==> src/hdl/prs_pkg.sv <==
package prs_pkg;

    localparam int unsigned MaxLengthDefault = 4096;

    localparam int unsigned CountW   = 16;
    localparam int unsigned GapW     = 12;
    localparam int unsigned CoordW   = 12;
    localparam int unsigned ThickW   = 13;
    localparam int unsigned CfgIdxW  = 1;
    localparam int unsigned CfgDataW = 16;

    // result queue: room for two beats from one item plus slack
    localparam int unsigned QueueDepth = 4;
    localparam int unsigned QueuePtrW  = $clog2(QueueDepth);
    localparam int unsigned QueueCntW  = $clog2(QueueDepth + 1);

    typedef enum logic [CfgIdxW-1:0] {
        REG_COUNT_THRESHOLD = 1'b0,
        REG_JOIN_SPAN       = 1'b1
    } cfg_reg_t;

    typedef struct packed {
        logic [CountW-1:0] profile_count;
        logic              last_position;
    } prof_item_t;

    typedef struct packed {
        logic [CoordW-1:0] seg_start;
        logic [CoordW-1:0] seg_end;
        logic [ThickW-1:0] seg_thickness;
        logic              seg_valid;
        logic              seg_last;
    } seg_item_t;

    // up to two result beats per profile position, oldest in first
    typedef struct packed {
        logic [1:0] count;
        seg_item_t  first;
        seg_item_t  second;
    } seg_push_t;

endpackage

==> src/hdl/profile_run_segmenter_core.sv <==
// Flow: an accepted beat waits in the input stage until the queue has two free
//   slots (input stalls when < 2 free), then is processed and its beats queued.
// Throughput: one profile position per cycle while the queue has room; each gives
//   0 to 2 result beats, drained one per cycle while out_ready through a 4-entry queue.
// Reset (rst_n, async, active low): clears position/run/pending state, queue,
//   input stage and both config registers (threshold 0, merge gap 0).
module profile_run_segmenter_core #(
    parameter int unsigned MAX_LENGTH = prs_pkg::MaxLengthDefault
) (
    input  logic                            clk,
    input  logic                            rst_n,
    // profile positions
    input  logic                            in_valid,
    output logic                            in_ready,
    input  prs_pkg::prof_item_t             in_data,
    // segments
    output logic                            out_valid,
    input  logic                            out_ready,
    output prs_pkg::seg_item_t              out_data,
    // register writes
    input  logic                            cfg_valid,
    output logic                            cfg_ready,
    input  logic [prs_pkg::CfgIdxW-1:0]     cfg_index,
    input  logic [prs_pkg::CfgDataW-1:0]    cfg_data
);

    // config registers
    logic [prs_pkg::CountW-1:0] threshold_reg, threshold_next;
    logic [prs_pkg::GapW-1:0]   join_span_reg, join_span_next;

    // input stage: one position waiting for queue room
    logic                 stage_valid_reg, stage_valid_next;
    prs_pkg::prof_item_t  stage_item_reg;
    logic                 step;
    logic                 room;
    prs_pkg::seg_push_t   push;

    // config writes are always taken; block is idle by contract
    assign cfg_ready = 1'b1;

    always_comb
    begin
        threshold_next = threshold_reg;
        join_span_next = join_span_reg;
        if (cfg_valid)
        begin
            unique case (prs_pkg::cfg_reg_t'(cfg_index))
                prs_pkg::REG_COUNT_THRESHOLD: threshold_next = cfg_data;
                prs_pkg::REG_JOIN_SPAN:       join_span_next = cfg_data[prs_pkg::GapW-1:0];
                default:                      ;
            endcase
        end
    end

    always_ff @(posedge clk or negedge rst_n)
    begin
        if (!rst_n)
        begin
            threshold_reg <= '0;
            join_span_reg <= '0;
        end
        else
        begin
            threshold_reg <= threshold_next;
            join_span_reg <= join_span_next;
        end
    end

    // the staged position is processed once the queue can hold two beats
    assign step     = stage_valid_reg && room;
    assign in_ready = !stage_valid_reg || step;

    always_comb
    begin
        stage_valid_next = stage_valid_reg;
        if (in_valid && in_ready)
        begin
            stage_valid_next = 1'b1;
        end
        else if (step)
        begin
            stage_valid_next = 1'b0;
        end
    end

    always_ff @(posedge clk or negedge rst_n)
    begin
        if (!rst_n)
        begin
            stage_valid_reg <= 1'b0;
        end
        else
        begin
            stage_valid_reg <= stage_valid_next;
        end
    end

    always_ff @(posedge clk)
    begin
        if (in_valid && in_ready)
        begin
            stage_item_reg <= in_data;
        end
    end

    // run tracking, merge decision and result formatting
    prs_seg #(
        .MAX_LENGTH (MAX_LENGTH)
    ) u_seg (
        .clk             (clk),
        .rst_n           (rst_n),
        .step            (step),
        .item            (stage_item_reg),
        .count_threshold (threshold_reg),
        .join_span       (join_span_reg),
        .push            (push)
    );

    // result register file; head entry drives the output port
    prs_queue u_queue (
        .clk       (clk),
        .rst_n     (rst_n),
        .push      (push),
        .room      (room),
        .out_valid (out_valid),
        .out_ready (out_ready),
        .out_data  (out_data)
    );

endmodule

==> src/hdl/prs_seg.sv <==
module prs_seg #(
    parameter int unsigned MAX_LENGTH = prs_pkg::MaxLengthDefault
) (
    input  logic                          clk,
    input  logic                          rst_n,
    input  logic                          step,
    input  prs_pkg::prof_item_t           item,
    input  logic [prs_pkg::CountW-1:0]    count_threshold,
    input  logic [prs_pkg::GapW-1:0]      join_span,
    output prs_pkg::seg_push_t            push
);

    localparam int unsigned PosW  = $clog2(MAX_LENGTH);
    localparam int unsigned DiffW = (PosW > prs_pkg::GapW) ? PosW : prs_pkg::GapW;
    localparam int unsigned ExtW  = (PosW > prs_pkg::ThickW) ? PosW : prs_pkg::ThickW;
    localparam logic [PosW-1:0] LastPos = PosW'(MAX_LENGTH - 1);

    logic [PosW-1:0] position_reg, position_next;
    logic            in_run_reg, in_run_next;
    logic [PosW-1:0] run_begin_reg, run_begin_next;
    logic            pend_valid_reg, pend_valid_next;
    logic [PosW-1:0] pend_begin_reg, pend_begin_next;
    logic [PosW-1:0] pend_finish_reg, pend_finish_next;

    logic            active;
    logic            last;
    logic            finish;
    logic [PosW-1:0] fin_begin;
    logic [PosW-1:0] fin_end;
    logic [PosW-1:0] gap_diff;
    logic            join_run;
    logic            emit_old;
    logic            post_valid;
    logic [PosW-1:0] post_begin;
    logic [PosW-1:0] post_finish;
    prs_pkg::seg_item_t old_seg;
    prs_pkg::seg_item_t final_seg;

    // positions reported modulo 4096, thickness modulo 8192
    function automatic prs_pkg::seg_item_t make_seg(
        input logic [PosW-1:0] b,
        input logic [PosW-1:0] e,
        input logic            is_last
    );
        logic [ExtW-1:0]    be;
        logic [ExtW-1:0]    ee;
        logic [ExtW-1:0]    th;
        prs_pkg::seg_item_t r;
        be = ExtW'(b);
        ee = ExtW'(e);
        th = ee - be + ExtW'(1);
        r.seg_start     = be[prs_pkg::CoordW-1:0];
        r.seg_end       = ee[prs_pkg::CoordW-1:0];
        r.seg_thickness = th[prs_pkg::ThickW-1:0];
        r.seg_valid     = 1'b1;
        r.seg_last      = is_last;
        return r;
    endfunction

    always_comb
    begin
        active = item.profile_count > count_threshold;
        last   = item.last_position || (position_reg == LastPos);
        finish = (active && last) || (!active && in_run_reg);

        fin_begin = (active && !in_run_reg) ? position_reg : run_begin_reg;
        fin_end   = active ? position_reg : position_reg - PosW'(1);

        // runs never overlap, so the distance is never negative
        gap_diff = fin_begin - pend_finish_reg;
        join_run = pend_valid_reg && (DiffW'(gap_diff) <= DiffW'(join_span));
        emit_old = finish && pend_valid_reg && !join_run;

        post_valid  = pend_valid_reg || finish;
        post_begin  = (finish && !join_run) ? fin_begin : pend_begin_reg;
        post_finish = finish ? fin_end : pend_finish_reg;

        old_seg = make_seg(pend_begin_reg, pend_finish_reg, 1'b0);
        if (post_valid)
        begin
            final_seg = make_seg(post_begin, post_finish, 1'b1);
        end
        else
        begin
            final_seg          = '0;
            final_seg.seg_last = 1'b1;
        end
    end

    always_comb
    begin
        push.count  = step ? {emit_old && last, emit_old ^ last} : 2'd0;
        push.first  = emit_old ? old_seg : final_seg;
        push.second = final_seg;
    end

    always_comb
    begin
        position_next    = position_reg;
        in_run_next      = in_run_reg;
        run_begin_next   = run_begin_reg;
        pend_valid_next  = pend_valid_reg;
        pend_begin_next  = pend_begin_reg;
        pend_finish_next = pend_finish_reg;
        if (step)
        begin
            if (last)
            begin
                position_next    = '0;
                in_run_next      = 1'b0;
                run_begin_next   = '0;
                pend_valid_next  = 1'b0;
                pend_begin_next  = '0;
                pend_finish_next = '0;
            end
            else
            begin
                position_next    = position_reg + PosW'(1);
                in_run_next      = active;
                run_begin_next   = fin_begin;
                pend_valid_next  = post_valid;
                pend_begin_next  = post_begin;
                pend_finish_next = post_finish;
            end
        end
    end

    always_ff @(posedge clk or negedge rst_n)
    begin
        if (!rst_n)
        begin
            position_reg    <= '0;
            in_run_reg      <= 1'b0;
            run_begin_reg   <= '0;
            pend_valid_reg  <= 1'b0;
            pend_begin_reg  <= '0;
            pend_finish_reg <= '0;
        end
        else
        begin
            position_reg    <= position_next;
            in_run_reg      <= in_run_next;
            run_begin_reg   <= run_begin_next;
            pend_valid_reg  <= pend_valid_next;
            pend_begin_reg  <= pend_begin_next;
            pend_finish_reg <= pend_finish_next;
        end
    end

endmodule

==> src/hdl/prs_queue.sv <==
module prs_queue (
    input  logic                clk,
    input  logic                rst_n,
    input  prs_pkg::seg_push_t  push,
    output logic                room,
    output logic                out_valid,
    input  logic                out_ready,
    output prs_pkg::seg_item_t  out_data
);

    prs_pkg::seg_item_t                 mem_reg [prs_pkg::QueueDepth];
    logic [prs_pkg::QueuePtrW-1:0]      wr_ptr_reg, wr_ptr_next;
    logic [prs_pkg::QueuePtrW-1:0]      rd_ptr_reg, rd_ptr_next;
    logic [prs_pkg::QueueCntW-1:0]      cnt_reg, cnt_next;
    logic [prs_pkg::QueuePtrW-1:0]      wr_ptr_inc;
    logic                               pop;

    assign out_valid  = (cnt_reg != '0);
    assign out_data   = mem_reg[rd_ptr_reg];
    assign pop        = out_valid && out_ready;
    // two free slots: an item may push two beats
    assign room       = (cnt_reg <= prs_pkg::QueueCntW'(prs_pkg::QueueDepth - 2));
    assign wr_ptr_inc = wr_ptr_reg + prs_pkg::QueuePtrW'(1);

    always_comb
    begin
        wr_ptr_next = wr_ptr_reg + prs_pkg::QueuePtrW'(push.count);
        rd_ptr_next = rd_ptr_reg + prs_pkg::QueuePtrW'(pop);
        cnt_next    = cnt_reg + prs_pkg::QueueCntW'(push.count)
                      - prs_pkg::QueueCntW'(pop);
    end

    always_ff @(posedge clk)
    begin
        if (push.count != 2'd0)
        begin
            mem_reg[wr_ptr_reg] <= push.first;
        end
        if (push.count == 2'd2)
        begin
            mem_reg[wr_ptr_inc] <= push.second;
        end
    end

    always_ff @(posedge clk or negedge rst_n)
    begin
        if (!rst_n)
        begin
            wr_ptr_reg <= '0;
            rd_ptr_reg <= '0;
            cnt_reg    <= '0;
        end
        else
        begin
            wr_ptr_reg <= wr_ptr_next;
            rd_ptr_reg <= rd_ptr_next;
            cnt_reg    <= cnt_next;
        end
    end

endmodule

==> config.mk <==
export PLATFORM = sky130hd
export DESIGN_NAME = profile_run_segmenter_core
export DESIGN_NICKNAME = d
export VERILOG_FILES = /design/src/hdl/prs_pkg.sv /design/src/hdl/profile_run_segmenter_core.sv /design/src/hdl/prs_seg.sv /design/src/hdl/prs_queue.sv
export SDC_FILE = /design/constraint.sdc
export NUM_CORES = 1
export LEC_CHECK = 0
export BUFFER_PORTS_ARGS = -buffer_cell sky130_fd_sc_hd__buf_2
export CORE_ASPECT_RATIO = 1.2
export CORE_MARGIN = 2
export CORE_UTILIZATION = 28
export DETAILED_ROUTE_END_ITERATION = 10
export GPL_ROUTABILITY_DRIVEN = 0
export PLACE_DENSITY = 0.48
export SLEW_MARGIN = 0
export SYNTH_ARGS = -nofsm -noshare
export SYNTH_HDL_FRONTEND = slang
export SYNTH_HIERARCHICAL = 1
export SYNTH_SLANG_ARGS = --single-unit
export TNS_END_PERCENT = 20
==> constraint.sdc <==
create_clock -name clk -period 11.4 [get_ports clk]
set_input_delay 1.14 -clock clk [delete_from_list [all_inputs] [get_ports clk]]
set_output_delay 1.14 -clock clk [all_outputs]
set_load 0.005 [all_outputs]
==> results_dict.tcl <==
set metrics [dict create \
    status "completed" \
    holdBufCountCts 0 \
    cts_buffers 30 \
    design_area_sq_um 17600 \
    cts.path.max_buffers 3 \
    cts.sinks 259 \
    grt_pass1_vias 10358 \
    synth_nets 1354 \
    antenna_found_initial 0 \
    rows 94 \
    start_kind "flip-flop" \
    ys_seq_area_frac 0.472 \
    worstPathArrival_ns 10.44 \
    cp_slowest_cell "o21ai_4" \
    cpLargestDelayFamily "compound AO/OA/AOI/OAI gates" \
    critPathMaxFanout 15 \
    drt_first_pass_iters 5 \
    slowest_delay_ns 0.58 \
    clock-root-buffer "clkbuf_16" \
    cts_resized 0 \
    drt_wl_total_um 42500 \
    cap_violations 0 \
    critPathKind "reg -> reg" \
    clock.fmax_mhz 98.8 \
    path_buf_inv 3 \
    drive_gt1_frac 0.306 \
    via_per_inst 4.90 \
    htree_num_levels 1 \
    nFillCells 5512 \
    fin_util 0.320 \
    hp-class "in -> async" \
    fin_nets 1422 \
    clk_pin_slew_ns 0.06 \
    skew_ns 0.0294 \
    num_io_pins 81 \
    async_flop_share 0.332 \
    yosys.area.top_type_share 0.334 \
    netlist_area_sq_um 15600 \
    syn_to_final_growth_pct 13.0 \
    synth_ff_type "edfxtp_1" \
    dp.final_hpwl_um 29800 \
    cts_setup_buffers 0 \
    fin_crit_sh 0.888 \
    drv_slew 0 \
    syn_area_per_cell_sq_um 12.8 \
    synth_cell_types 82 \
    drtIter0Drc 580 \
    drc 0 \
    yosysTopAreaCell "edfxtp_1" \
    regToRegSetupSlack_ns 1.28 \
    synth_edf_count 173 \
    hold_violations 0 \
    cp_data_required_time_ns 11.72 \
    antenna_cells 0 \
    yosysWarnings 6 \
    reg2reg_to "u_queue/mem_reg[1][13]$_DFFE_PP_" \
    largest_register_ffs 156 \
    overflow 0 \
    max-slew-margin-rel 0.287 \
    setup_viol 0 \
    die_w_um 219 \
    start_util 0.284 \
    placed_area_sq_um 16600 \
    worst_pin_slew_ns 1.06 \
    ant_nets 0 \
    die_height_um 262 \
    grt_pass1_wl_um 64700 \
    finalCriticalPeriod_ns 10.12 \
    synth_area_leaders "edfxtp_1 (33%), dfrtp_1 (14%), mux2_2 (12%)" \
    wl_per_cell_um 20.9 \
    num_vias 9965 \
    insertion_delay_ns 0.59 \
    hold_ws_ns 0.390 \
    fin_setup_tns_ns 0 \
    ys_seq_elements 259 \
    rsz0062_at_grt "no" \
    yosysMostFrequentCell "edfxtp_1" \
    core_region_area_sq_um 54900 \
    end_kind "flip-flop" \
    grt_max_degree 75 \
    reg2reg_from "threshold_reg[14]$_DFFE_PN0P_" \
    io_buffer_count 79 \
    die-area_sq_um 57500 \
    crit_start "threshold_reg[14]$_DFFE_PN0P_" \
    syn_inst 1220 \
    path_common_cell "a21oi_1" \
    groute.usage.overall 0.148 \
    cts_tree "yes" \
    ff2ff_path_depth 39 \
    netlist_top_cells_count "edfxtp_1 (173), mux2_2 (167), ha_1 (91), inv_1 (91), dfrtp_1 (86)" \
]
[layout by cell type, fill, tap and decap left out, types with 5 or more instances in the layout]
cell type  Yosys  routed
a211oi_1       7       7
a21o_1        17      17
a21oi_1       35      35
a22o_1        18      18
and2_1        13      13
buf_2         19      78
buf_4         10      18
clkbuf_1      16      11
clkbuf_16      0      30
clkinv_1       0       5
dfrtp_1       86      84
edfxtp_1     173     173
ha_1          91      91
inv_1         91      91
inv_2          5       5
mux2_2       167     167
mux2_4        22      22
mux2i_1       24      24
mux4_2        39      39
nand2_1       34      34
nand2b_1       7       7
nand3_1       15      15
nand4_1        7       7
nor2_1        78      77
nor2b_1        9       8
nor3_1        15      15
o21a_1         6       6
o21ai_0       34      34
o22ai_1       27      27
o2bb2ai_1     14      14
or3_1          5       5
xnor2_1       32      32
xor2_1        13      13
[final cells by class]
| cell class | count | area (sq um) | area share |
|---|---|---|---|
| well taps | 720 | 901 | 0.0512 |
| repair buffers | 96 | 526 | 0.0299 |
| inverters | 96 | 360 | 0.0205 |
| clock inverters | 14 | 153 | 0.00868 |
| clock buffers | 42 | 806 | 0.0458 |
| flip-flops and latches | 259 | 7350 | 0.418 |
| multi-input cells | 805 | 7500 | 0.426 |
[metrics by stage]
stage / worst slack, ns / cells
2_1_floorplan: 0.225 / 1220
3_3_place_gp: 1.43 / 1976
6_report: 1.28 / 2032
4_1_cts: 1.26 / 2032
5_1_grt: 0.515 / 2032
3_5_place_dp: 1.35 / 1976
[routing by layer]
metal  track usage  part of all wire  vias up
li1              -                 -     4692
met1         0.198              0.44     4990
met2         0.245              0.49      222
met3        0.0179             0.040       61
met4        0.0508             0.029        0
met5             0                 0        -
[worst max path at each step]
| stage | end | slack, ns | cells past startpoint |
|---|---|---|---|
| floorplan | u_queue/mem_reg[0][0]$_DFFE_PP_ | 0.23 | 32 |
| global placement | u_queue/mem_reg[3][13]$_DFFE_PP_ | 1.43 | 39 |
| detailed placement | u_queue/mem_reg[2][13]$_DFFE_PP_ | 1.35 | 39 |
| CTS | u_queue/mem_reg[1][13]$_DFFE_PP_ | 1.26 | 39 |
| global route | u_queue/mem_reg[1][13]$_DFFE_PP_ | 0.51 | 39 |
| finish | u_queue/mem_reg[1][13]$_DFFE_PP_ | 1.28 | 39 |
[logic make-up after synthesis]
logic type	count (synthesis)	synth area share
AOI/OAI and AO/OA	198	0.0897
other	2	0.000482
xor gates and xnor gates	45	0.0253
muxes	255	0.216
adders and majority gates	95	0.0783
DFF	259	0.472
and+or+nand+nor	210	0.0701
buffers and inverters	156	0.0484
Power is not shown: default switching activity piles up to over one toggle a cycle in this logic, so the estimate is an artifact.
